## config.mk

```make
export PLATFORM = sky130hd
export DESIGN_NAME = ws2812_symbol_encoder
export DESIGN_NICKNAME = d
export VERILOG_FILES = /design/src/rtl/core/ws_pkg.sv /design/src/rtl/core/ws_cfg_regs.sv /design/src/rtl/core/ws_sym_gen.sv /design/src/rtl/core/ws_out_reg.sv /design/src/rtl/core/ws2812_symbol_encoder.sv
export SDC_FILE = /design/constraint.sdc
export NUM_CORES = 1
export LEC_CHECK = 0
export ABC_AREA = 1
export BUFFER_PORTS_ARGS = -buffer_cell sky130_fd_sc_hd__buf_2
export CORE_AREA = 2 2 138 154
export DETAILED_ROUTE_END_ITERATION = 8
export DIE_AREA = 0 0 140 156
export PLACE_DENSITY = 0.61
export SLEW_MARGIN = 10
export SYNTH_ARGS = -nofsm -noshare
export SYNTH_HDL_FRONTEND = slang
export SYNTH_SLANG_ARGS = --single-unit
```

## constraint.sdc

```tcl
create_clock -name clk -period 2.9 [get_ports clk]
set_input_delay 0.145 -clock clk [delete_from_list [all_inputs] [get_ports clk]]
set_output_delay 0.145 -clock clk [all_outputs]
set_load 0.01 [all_outputs]
```

## src/rtl/core/ws_pkg.sv

```systemverilog
// shared types and constants for the ws2812 symbol encoder
package ws_pkg;

    localparam int TicksW = 15;
    localparam int LenW   = 13;
    localparam int PosW   = 12;
    localparam int ColorW = 24;
    localparam int IdxW   = 5;
    localparam int CfgIdxW = 3;

    // register indexes of the configuration port
    localparam logic [CfgIdxW-1:0] RegOneHigh   = 3'd0;
    localparam logic [CfgIdxW-1:0] RegOneLow    = 3'd1;
    localparam logic [CfgIdxW-1:0] RegZeroHigh  = 3'd2;
    localparam logic [CfgIdxW-1:0] RegZeroLow   = 3'd3;
    localparam logic [CfgIdxW-1:0] RegResetHigh = 3'd4;
    localparam logic [CfgIdxW-1:0] RegResetLow  = 3'd5;
    localparam logic [CfgIdxW-1:0] RegStripLen  = 3'd6;

    // register reset values
    localparam logic [TicksW-1:0] OneHighRst   = 15'd16;
    localparam logic [TicksW-1:0] OneLowRst    = 15'd9;
    localparam logic [TicksW-1:0] ZeroHighRst  = 15'd9;
    localparam logic [TicksW-1:0] ZeroLowRst   = 15'd16;
    localparam logic [TicksW-1:0] ResetHighRst = 15'd1;
    localparam logic [TicksW-1:0] ResetLowRst  = 15'd1000;
    localparam logic [LenW-1:0]   StripLenRst  = 13'd147;

    // symbol positions within one color word
    localparam logic [IdxW-1:0] LastBitIdx = 5'd23;
    localparam logic [IdxW-1:0] ResetIdx   = 5'd24;

    typedef struct packed {
        logic [TicksW-1:0] one_high;
        logic [TicksW-1:0] one_low;
        logic [TicksW-1:0] zero_high;
        logic [TicksW-1:0] zero_low;
        logic [TicksW-1:0] reset_high;
        logic [TicksW-1:0] reset_low;
        logic [LenW-1:0]   strip_len;
    } cfg_t;

    typedef struct packed {
        logic [TicksW-1:0] high_ticks;
        logic [TicksW-1:0] low_ticks;
        logic              frame_end;
        logic              last;
    } sym_t;

endpackage

```

## src/rtl/core/ws_cfg_regs.sv

```systemverilog
// configuration register file for the symbol timings and strip length
module ws_cfg_regs
    import ws_pkg::*;
(
    input  logic               clk,
    input  logic               rst_n,
    input  logic               cfg_we,
    input  logic [CfgIdxW-1:0] cfg_index,
    input  logic [TicksW-1:0]  cfg_data,
    output cfg_t               cfg
);

    cfg_t cfg_reg;

    // register writes, unknown indexes are dropped
    always_ff @(posedge clk or negedge rst_n)
    begin
        if (!rst_n)
        begin
            cfg_reg.one_high   <= OneHighRst;
            cfg_reg.one_low    <= OneLowRst;
            cfg_reg.zero_high  <= ZeroHighRst;
            cfg_reg.zero_low   <= ZeroLowRst;
            cfg_reg.reset_high <= ResetHighRst;
            cfg_reg.reset_low  <= ResetLowRst;
            cfg_reg.strip_len  <= StripLenRst;
        end
        else if (cfg_we)
        begin
            unique case (cfg_index)
                RegOneHigh:   cfg_reg.one_high   <= cfg_data;
                RegOneLow:    cfg_reg.one_low    <= cfg_data;
                RegZeroHigh:  cfg_reg.zero_high  <= cfg_data;
                RegZeroLow:   cfg_reg.zero_low   <= cfg_data;
                RegResetHigh: cfg_reg.reset_high <= cfg_data;
                RegResetLow:  cfg_reg.reset_low  <= cfg_data;
                RegStripLen:  cfg_reg.strip_len  <= cfg_data[LenW-1:0];
                default:      ;
            endcase
        end
    end

    assign cfg = cfg_reg;

endmodule

```

## src/rtl/core/ws_sym_gen.sv

```systemverilog
// input register, bit walker and led position counter
module ws_sym_gen
    import ws_pkg::*;
(
    input  logic              clk,
    input  logic              rst_n,
    input  cfg_t              cfg,
    input  logic              color_valid,
    output logic              color_ready,
    input  logic [ColorW-1:0] color_word,
    output logic              sym_valid,
    input  logic              sym_ready,
    output sym_t              sym
);

    logic              busy_reg, busy_next;
    logic [ColorW-1:0] word_reg, word_next;
    logic [IdxW-1:0]   idx_reg, idx_next;
    logic              fdone_reg, fdone_next;
    logic [PosW-1:0]   pos_reg, pos_next;

    logic              accept;
    logic              advance;
    logic [LenW-1:0]   pos_inc;
    logic              frame_done;
    logic              is_reset;

    // current symbol from the head of the shifted word, or the reset symbol at frame end
    always_comb
    begin
        is_reset = (idx_reg == ResetIdx);
        if (is_reset)
        begin
            sym.high_ticks = cfg.reset_high;
            sym.low_ticks  = cfg.reset_low;
        end
        else if (word_reg[ColorW-1])
        begin
            sym.high_ticks = cfg.one_high;
            sym.low_ticks  = cfg.one_low;
        end
        else
        begin
            sym.high_ticks = cfg.zero_high;
            sym.low_ticks  = cfg.zero_low;
        end
        sym.frame_end = is_reset;
        sym.last      = is_reset || ((idx_reg == LastBitIdx) && !fdone_reg);
    end

    assign sym_valid   = busy_reg;
    assign advance     = busy_reg && sym_ready;
    assign color_ready = !busy_reg || (sym_ready && sym.last);
    assign accept      = color_valid && color_ready;

    // frame end test on the incremented position, or on a zero strip length
    assign pos_inc    = {1'b0, pos_reg} + 13'd1;
    assign frame_done = (cfg.strip_len == '0) || (pos_inc >= cfg.strip_len);

    // next-state selection
    always_comb
    begin
        busy_next  = busy_reg;
        word_next  = word_reg;
        idx_next   = idx_reg;
        fdone_next = fdone_reg;
        pos_next   = pos_reg;
        priority if (accept)
        begin
            busy_next  = 1'b1;
            word_next  = color_word;
            idx_next   = '0;
            fdone_next = frame_done;
            pos_next   = frame_done ? '0 : pos_inc[PosW-1:0];
        end
        else if (advance)
        begin
            if (sym.last)
            begin
                busy_next = 1'b0;
            end
            else
            begin
                word_next = {word_reg[ColorW-2:0], 1'b0};
                idx_next  = IdxW'(idx_reg + 5'd1);
            end
        end
    end

    // control state
    always_ff @(posedge clk or negedge rst_n)
    begin
        if (!rst_n)
        begin
            busy_reg <= 1'b0;
            pos_reg  <= '0;
        end
        else
        begin
            busy_reg <= busy_next;
            pos_reg  <= pos_next;
        end
    end

    // payload state
    always_ff @(posedge clk)
    begin
        word_reg  <= word_next;
        idx_reg   <= idx_next;
        fdone_reg <= fdone_next;
    end

endmodule

```

## src/rtl/core/ws_out_reg.sv

```systemverilog
// result register between the symbol walker and the output channel
module ws_out_reg
    import ws_pkg::*;
(
    input  logic clk,
    input  logic rst_n,
    input  logic sym_valid,
    output logic sym_ready,
    input  sym_t sym,
    output logic out_valid,
    input  logic out_ready,
    output sym_t out_sym
);

    logic valid_reg, valid_next;
    sym_t sym_reg;

    assign sym_ready  = !valid_reg || out_ready;
    assign valid_next = sym_ready ? sym_valid : valid_reg;

    // valid flag
    always_ff @(posedge clk or negedge rst_n)
    begin
        if (!rst_n)
        begin
            valid_reg <= 1'b0;
        end
        else
        begin
            valid_reg <= valid_next;
        end
    end

    // payload loads on every transfer into the register
    always_ff @(posedge clk)
    begin
        if (sym_ready && sym_valid)
        begin
            sym_reg <= sym;
        end
    end

    assign out_valid = valid_reg;
    assign out_sym   = sym_reg;

endmodule

```

## src/rtl/core/ws2812_symbol_encoder.sv

```systemverilog
// top level: color word in, one pulse symbol per cycle out while the receiver takes them
// the first symbol of a word passes the word register, then enters the output register once it is free
// one symbol per cycle while the output is not stalled; 24 symbols per word, 25 on a word that ends a frame
// the next word is taken in the cycle its predecessor's last symbol moves to the output register
// reset: asynchronous active low, clears led position and valid flags, loads default timings
// a new word is taken while the previous last symbol still waits at the output
module ws2812_symbol_encoder
    import ws_pkg::*;
(
    input  logic               clk,
    input  logic               rst_n,
    input  logic               cfg_we,
    input  logic [CfgIdxW-1:0] cfg_index,
    input  logic [TicksW-1:0]  cfg_data,
    input  logic               color_valid,
    output logic               color_ready,
    input  logic [ColorW-1:0]  color_word,
    output logic               symbol_valid,
    input  logic               symbol_ready,
    output logic [TicksW-1:0]  high_ticks,
    output logic [TicksW-1:0]  low_ticks,
    output logic               frame_end,
    output logic               last
);

    cfg_t cfg;
    sym_t sym;
    sym_t out_sym;
    logic sym_valid;
    logic sym_ready;

    ws_cfg_regs u_cfg (
        .clk       (clk),
        .rst_n     (rst_n),
        .cfg_we    (cfg_we),
        .cfg_index (cfg_index),
        .cfg_data  (cfg_data),
        .cfg       (cfg)
    );

    ws_sym_gen u_gen (
        .clk         (clk),
        .rst_n       (rst_n),
        .cfg         (cfg),
        .color_valid (color_valid),
        .color_ready (color_ready),
        .color_word  (color_word),
        .sym_valid   (sym_valid),
        .sym_ready   (sym_ready),
        .sym         (sym)
    );

    ws_out_reg u_out (
        .clk       (clk),
        .rst_n     (rst_n),
        .sym_valid (sym_valid),
        .sym_ready (sym_ready),
        .sym       (sym),
        .out_valid (symbol_valid),
        .out_ready (symbol_ready),
        .out_sym   (out_sym)
    );

    assign high_ticks = out_sym.high_ticks;
    assign low_ticks  = out_sym.low_ticks;
    assign frame_end  = out_sym.frame_end;
    assign last       = out_sym.last;

endmodule

```

Word-level counts from Yosys, hierarchy flattened

Index checks and enable logic that the tools add are counted.

Add/subtract/negate cells: 2
Magnitude comparators: 1
Equality and inequality tests: 9
Mux-type cells: 9
Bitwise operators: 1
Reduce and logical (&&, ||, !) cells: 25

Operators by type and width:

| operator                                      | count |
|---|---|
| 2-to-1 mux 24 bit                             | 3 |
| 2-to-1 mux 30 bit                             | 2 |
| AND reduction 2 bit                           | 10 |
| adder 12 x 1 -> 13 bit, second input constant | 1 |
| greater-or-equal comparator 13 bit            | 1 |
| logical NOT 13 bit                            | 1 |
| 2-to-1 mux 12 bit                             | 1 |
| == test 5 bit, second input constant          | 2 |
| == test 3 bit, second input constant          | 3 |
| == test 3 x 2 -> 1 bit, second input constant | 2 |
| adder 5 x 1 -> 5 bit, second input constant   | 1 |
| logical AND 1 bit                             | 4 |
| logical OR 1 bit                              | 4 |
| nonzero test 2 bit                            | 2 |
| == test 3 x 1 -> 1 bit, second input constant | 1 |
| logical NOT 1 bit                             | 3 |
| logical NOT 3 bit                             | 1 |
| 2-to-1 mux 1 bit                              | 3 |
| inequality test 2 bit, second input constant  | 1 |
| NOT 1 bit                                     | 1 |

Register bits: 179
Input bits: 47
Output and inout port bits: 34
Word-level logic and storage cells: 64

Longest topological paths before layout

Gate-level depths: netlist of the first run.

Word-level depth: 8
Mapped depth: 18
Mapped depth without buffers: 17

Hierarchy

Synthesis of the first run repeated with hierarchy kept, for this count alone.

Cells, all modules: 1009
Area, all modules: 8359.3 um^2

Modules (own cells, without submodules):

| module      | instances | cells each | area an instance (um^2) | seq. area each (um^2) |
|---|---|---|---|---|
| ws_cfg_regs | 1         | 458        | 4031.4                  | 2598.7 |
| ws_sym_gen  | 1         | 513        | 3321.9                  | 1176.1 |
| ws_out_reg  | 1         | 38         | 1006.0                  | 985.9 |

Worst setup path before layout of the first run

Ideal clock, no wire load.

Path kind: flip-flop to flip-flop
Start point: register u_gen.pos_reg[0]
End point: register u_gen.fdone_reg (data pin)
Setup time: 0.255 ns
Arrival time: 2.234 ns
Required time: 2.645 ns
Slack: 0.411 ns
Stages on the path, launching flop included: 17
Path buffers: 1
Period minus slack after synthesis: 2.489 ns
Cells stage by stage: dfrtp_1 -> ha_1 -> nand3_1 -> nor2_1 -> nand3_1 -> xor2_1 -> inv_1 -> ha_1 -> nand2_1 -> inv_1 -> nand2_1 -> nand2_1 -> a21oi_1 -> nand3_1 -> nor2_1 -> buf_2 -> inv_1

Cells in the longest elaborated chain, start to end: 3

RTL lines:

| what                               | line              | text |
|---|---|---|
| start: declaration                 | ws_sym_gen.sv:20  | `logic [PosW-1:0] pos_reg, pos_next;` |
| start signal: assignment           | ws_sym_gen.sv:101 | `pos_reg <= pos_next;` |
| adder 12 x 1 -> 13 bit             | ws_sym_gen.sv:57  | `assign pos_inc = {1'b0, pos_reg} + 13'd1;` |
| greater-or-equal comparator 13 bit | ws_sym_gen.sv:58  | `assign frame_done = (cfg.strip_len == '0) \|\| (pos_inc >= cfg.strip_len);` |
| logical OR 1 bit                   | ws_sym_gen.sv:58  |  |
| named net u_gen.frame_done         | ws_sym_gen.sv:25  | `logic frame_done;` |
| end signal: assignment             | ws_sym_gen.sv:110 | `fdone_reg <= fdone_next;` |
| end: declaration                   | ws_sym_gen.sv:19  | `logic fdone_reg, fdone_next;` |

The timed path passes the listed nets, and every way through them passes these cells.
A chain may end at the register's enable or synchronous reset.

Final worst setup path of the first run

Same ends and word-level chain as after synthesis.

==> results_dict.tcl, run 1 <==
set metrics [dict create \
    ys_ff_latch 179 \
    fill_cells 1969 \
    critical_path_class "reg -> reg" \
    maxCapViolations 0 \
    multi_input_area_mm2 0.00266 \
    largest_register_ff_count 103 \
    timing_worst_slew_pin_value_ps 930 \
    yosysWarnings 0 \
    synth_top_area_share_pct 31.3 \
    power.total_w 0.00853 \
    drive_above_1_share_pct 14.9 \
    regArea_mm2 0.00476 \
    port-buffer-count 80 \
    p_leak_nw 4.58 \
    areaGrowthSynthToFinish_pct 18.8 \
    die_area_mm2 0.0218 \
    clock_sinks 179 \
    finalSetupViolCount 0 \
    hold_violations 0 \
    fin_crit_ps 2600 \
    clk_latency_ps 430 \
    hp-class "in -> reg" \
    synth_seq_area_share_pct 59.6 \
    rows 55 \
    cts_tree "done" \
    diodes 0 \
    whs_ps 34.0 \
    hold_depth 4 \
    path_clk_slew_ps 70 \
    synth_cells 905 \
    first_global_vias 5739 \
    grt_overflow 0 \
    wire_per_inst_um 13.3 \
    drt-initial-drc-count 381 \
    numCtsBuffers 17 \
    gp_congestion 0.791 \
    grt_max_degree 75 \
    critPathArrivalTime_ps 2790 \
    cts_root_buffer "clkbuf_16" \
    vias 5891 \
    ys_types 25 \
    timing.slew.headroom_pct 37.8 \
    cellPowerDensity_mw_per_mm2 899 \
    violations "design-rule violations" \
    yosysTopAreaCell "dfrtp_1" \
    startpoint_type "flip-flop" \
    finalNetCount 1059 \
    initial_utilization_pct 39.4 \
    status "finished with violations" \
    netlist_top_cells_area "dfrtp_1 31%, edfxtp_1 21%, nand2_1 15%" \
    ant_nets 0 \
    cts_setup_buffers 0 \
    syn_area_mm2 0.00799 \
    coreArea_mm2 0.0203 \
    antenna_found_initial 0 \
    dp_hpwl_um 10800 \
    synth_fp_nets 968 \
    peakVddDrop_mv 0.485 \
    die_h_um 156 \
    dieWidth_um 140 \
    grt_pass1_wl_um 28000 \
    avgViaCountPerCell 4.66 \
    avgSynthCellArea_um2 8.83 \
    r2r_cells 16 \
    critPathCaptureType "flip-flop" \
    routed_wirelength_um 16900 \
    slew_viol_final 0 \
    finalCritPeriodShare_pct 89.8 \
    drc 5 \
    clock_path_buffers 2 \
    path_max_fanout 13 \
    fin_skew_ps 9.44 \
    grt_usage_pct 16.3 \
    cp.required_ps 3090 \
    dr.pass1.iters 7 \
    ioPinCount 81 \
    fmax_ghz 0.384 \
    htreeDepth 4 \
]
## logic make-up (layout without fill, tap and decap cells)
group                    Yosys count  count (layout)  synth area share [%]
flip-flops                       179             179                  59.6
AO/OA/AOI/OAI                    172             172                  10.8
AND/OR/NAND/NOR                  384             384                  19.0
adder cells (fa/ha/maj)           16              16                  2.50
XOR/XNOR                           8               8                 0.877
buffers and inverters            146             250                  7.25
## final timing paths
kind / from / end / slack (ps)
setup / recovery: u_gen.pos_reg[0] / u_gen.fdone_reg / 300
hold / removal: symbol_ready / u_out.out_valid / 30
setup reg to reg: u_gen.pos_reg[0] / u_gen.fdone_reg / 300
hold reg to reg: u_cfg.cfg[71] / u_cfg.cfg[71] / 480
max in group asynchronous: rst_n / u_cfg.cfg[92] / 1800
min in group asynchronous: rst_n / u_cfg.cfg[46] / 260
## cells in the final DEF (no fill, tap or decap), drive strengths merged, types with 4 or more instances in the layout
cell type | synthesis | routed
dfstp | 17 | 17
bufinv | 0 | 4
nand4 | 5 | 5
clkbuf | 33 | 19
dfrtp | 100 | 100
ha | 16 | 16
dlygate4sd3 | 0 | 25
buf | 9 | 89
nor2 | 35 | 35
nand2 | 323 | 323
xor2 | 8 | 8
a21oi | 4 | 4
dfxtp | 5 | 5
o21ai | 168 | 168
inv | 103 | 106
edfxtp | 57 | 57
clkinv | 1 | 5
nand3 | 16 | 16
## synthesized netlist by cell type, drive strengths merged
library cell and number:
dfrtp 100, o21ai 168, nor3 2, ha 16, inv 103, clkinv 1
a21oi 4, nor4 1, xor2 8, dfstp 17, edfxtp 57, nand2 323
dfxtp 5, nand3b 2, nand3 16, nor2 35, buf 9, nand4 5
clkbuf 33
## per-layer routing
layer,routed length [um],global-route usage (%),up-vias
met5,0,0,-
met4,252,5.53,0
met3,582,3.78,18
met2,8120,27.5,92
met1,7900,20.7,2721
li1,-,-,3060
## power breakdown
group,switching (W),internal [W],total [W]
Clock,0.000980,0.00145,0.00243
Combinational,0.00136,0.000807,0.00217
Sequential,0.000313,0.00363,0.00394
## what timing repair did
| item | in CTS | in global routing |
|---|---|---|
| setup endpoints to repair | 0 | 13 |
| gates resized for setup | 0 | 3 |
| hold endpoints to repair | 58 | 0 |
| hold buffers | 25 | 0 |
## layout make-up
cell class              instances  area share, %
clock buffers                  19           4.56
clock inverters                13           1.92
inverters                     104           4.11
multi-input cells             580           28.0
flip-flops and latches        179           50.1
well taps                     256           3.37
repair buffers                114           7.85
## stage by stage
stage	setup WS, ps	area (um2)	util, %	cells	setup TNS (ps)
after CTS	247	9490	46.7	1265	0
after floorplan	411	7990	-	905	0
after detailed placement	265	8620	42.5	1208	0
final	296	9500	46.8	1265	0
after global placement	312	8620	42.5	1208	0
after global routing	-3.01	9500	46.8	1265	-3.01
## critical path: stages (launching register included)
cell and delay (ps):
dfrtp_2 400, ha_1 200, nand3_1 160, nor2_2 170, nand3_1 140, xor2_2 170
inv_1 70, ha_1 300, nand2_1 80, inv_1 50, nand2_1 60, nand2_1 40
a21oi_1 110, nand3_1 70, nor2_1 90, buf_4 200, inv_1 50
No activity file was read; power rests on OpenSTA's default activity.
==> run 2: changes to the inputs <==
REMOVE_ABC_BUFFERS = 1   (was default)
==> run 2 against run 1 <==
Compared with the run above:
- the run still ends with design-rule violations left
- die area is the same
- via count shrank 0.48%
- first-iteration DRC count grew 15%
- register-to-register slack is essentially flat
- maximum frequency shrank 0.34%
- sequential cell count is the same
- worst setup slack lost 8.9 ps
- combinational power is essentially flat
- wire length shrank 4.2%
- final area shrank 0.24%
- count of clock-buffer cells in the layout shrank 1
- core utilization shrank 0.11 points
==> results_dict.tcl, run 2 (synthesized netlist as in run 1, its figures left out) <==
set metrics [dict create \
    status "finished with violations" \
    violations "design-rule violations" \
    final_common_cell "nand2_1" \
    netSwitchingPower_w 0.00267 \
    htreeDepth 4 \
    setup_ws_ps 287 \
    fill_cells 1986 \
    slew_viol_final 0 \
    dieWidth_um 140 \
    intPower_w 0.00573 \
    p_seq_share_pct 46.7 \
    largest_register_ff_count 103 \
    antenna_found_initial 0 \
    dp_hpwl_um 10200 \
    die_area_mm2 0.0218 \
    startpoint_type "flip-flop" \
    drc 6 \
    clock_sinks 179 \
    fin_skew_ps 11.7 \
    diodes 0 \
    pwr-share-comb_pct 25.6 \
    cts_root_buffer "clkbuf_16" \
    hold_violations 0 \
    initial_utilization_pct 39.4 \
    clockPowerShare_pct 27.7 \
    vias 5863 \
    path_max_fanout 6 \
    r2r_slack_ps 290 \
    ant_nets 0 \
    port-buffer-count 80 \
    critPathCaptureType "flip-flop" \
    peakVddDrop_mv 0.489 \
    numCtsBuffers 17 \
    routed_wirelength_um 16200 \
    setup-tns-final_ps 0 \
    cellPowerDensity_mw_per_mm2 886 \
    timing.slew.headroom_pct 30.3 \
    layout.cells.non_filler 1267 \
    cts_tree "done" \
    grt_overflow 0 \
    regArea_mm2 0.00476 \
    grt_usage_pct 15.7 \
    coreArea_mm2 0.0203 \
    finalCritPeriodShare_pct 90.1 \
    power.share.switching_pct 31.8 \
    avgViaCountPerCell 4.63 \
    ioPinCount 81 \
    grt_pass1_wl_um 27300 \
    die_h_um 156 \
    timing_worst_slew_pin_value_ps 1040 \
    clock_path_buffers 2 \
    hp-class "in -> reg" \
    critPathArrivalTime_ps 2800 \
    drive_above_1_share_pct 15.2 \
    rows 55 \
    path_clk_slew_ps 70 \
    power.total_w 0.00840 \
    p_leak_nw 4.58 \
    cp.required_ps 3090 \
    finalNetCount 1061 \
    fin_crit_ps 2610 \
    pre_cts_slack_ps 239 \
    critical_path_class "reg -> reg" \
    gp_congestion 0.828 \
    wire_per_inst_um 12.7 \
    dr.pass1.iters 7 \
    first_global_vias 5609 \
    post-route-util_pct 46.7 \
    maxCapViolations 0 \
    areaGrowthSynthToFinish_pct 18.5 \
    finalSetupViolCount 0 \
    multi_input_area_mm2 0.00266 \
    fmax_ghz 0.383 \
    layout_common_cells "319 x nand2_1, 157 x o21ai_0, 103 x inv_1, 100 x dfrtp_1, 79 x buf_2" \
    clk_latency_ps 430 \
    drt-initial-drc-count 439 \
    grt_max_degree 62 \
    dp.cells 1210 \
]
[run 2: cell types whose count changed in the layout (fill, tap and decap cells not counted)]
| cell | before | now |
|---|---|---|
| clkinv_1 | 2 | 1 |
| dfrtp_1 | 99 | 100 |
| buf_4 | 8 | 12 |
| clkbuf_1 | 2 | 1 |
| dfrtp_2 | 1 | 0 |
| buf_12 | 2 | 1 |
| dlygate4sd3_1 | 25 | 24 |
| bufinv_16 | 4 | 2 |
| inv_8 | 1 | 4 |
| clkinv_2 | 3 | 2 |
| inv_6 | 2 | 4 |
[run 2: final cells by class]
type	count	share of cell area, %
Clock inverter	14	1.74
Clock buffer	18	4.53
Inverter	104	4.12
Sequential cell	179	50.3
Timing Repair Buffer	116	7.87
Tap cell	256	3.38
Multi-Input combinational cell	580	28.1
[run 2: what timing repair did]
action                     CTS  global route
setup endpoints to repair    0            13
hold buffers                24             0
gates resized for setup      0             2
buffers inserted             0             1
hold endpoints to repair    71             0
[run 2: stage by stage]
| step | area (um2) | hold slack [ps] |
|---|---|---|
| 2_1_floorplan | 7800 | -151 |
| 3_3_place_gp | 8620 | 251 |
| 3_5_place_dp | 8620 | 255 |
| 4_1_cts | 9460 | 2.00 |
| 5_1_grt | 9470 | 12.0 |
| 6_report | 9470 | 13.4 |
[run 2: worst max-delay path: stages, from the launching register on]
cell and delay [ps]:
dfrtp_1 370, ha_1 190, nand3_1 160, nor2_2 160, nand3_1 130, xor2_2 180
inv_1 60, ha_1 310, nand2_1 90, inv_1 50, nand2_1 60, nand2_1 40
a21oi_1 130, nand3_1 80, nor2_1 130, buf_4 170, inv_1 40
[run 2: routing by layer]
metal | track usage [%] | up-vias | part of all wire [%]
li1 | - | 3065 | -
met1 | 19.9 | 2697 | 47
met2 | 26.8 | 78 | 49
met3 | 3.31 | 23 | 2.5
met4 | 5.15 | 0 | 1.5
met5 | 0 | - | 0
[run 2: power by group through the flow]
stage | clock network (W) | registers [W] | logic [W]
after floorplan | 0 | 0.00412 | 0.00122
after global placement | 0 | 0.00396 | 0.00210
after detailed placement | 0 | 0.00398 | 0.00215
after CTS | 0.00239 | 0.00393 | 0.00218
after global routing | 0.00251 | 0.00400 | 0.00251
final | 0.00233 | 0.00392 | 0.00215
[run 2: worst paths after layout]
path                       cells past startpoint              from           endpoint
max in group asynchronous                      3             rst_n      u_cfg.cfg[20]
max                                           16  u_gen.pos_reg[1]    u_gen.fdone_reg
min reg2reg                                    2     u_cfg.cfg[68]      u_cfg.cfg[68]
min in group asynchronous                      2             rst_n      u_cfg.cfg[84]
max reg2reg                                   16  u_gen.pos_reg[1]    u_gen.fdone_reg
min                                            3     color_word[9]  u_gen.word_reg[9]
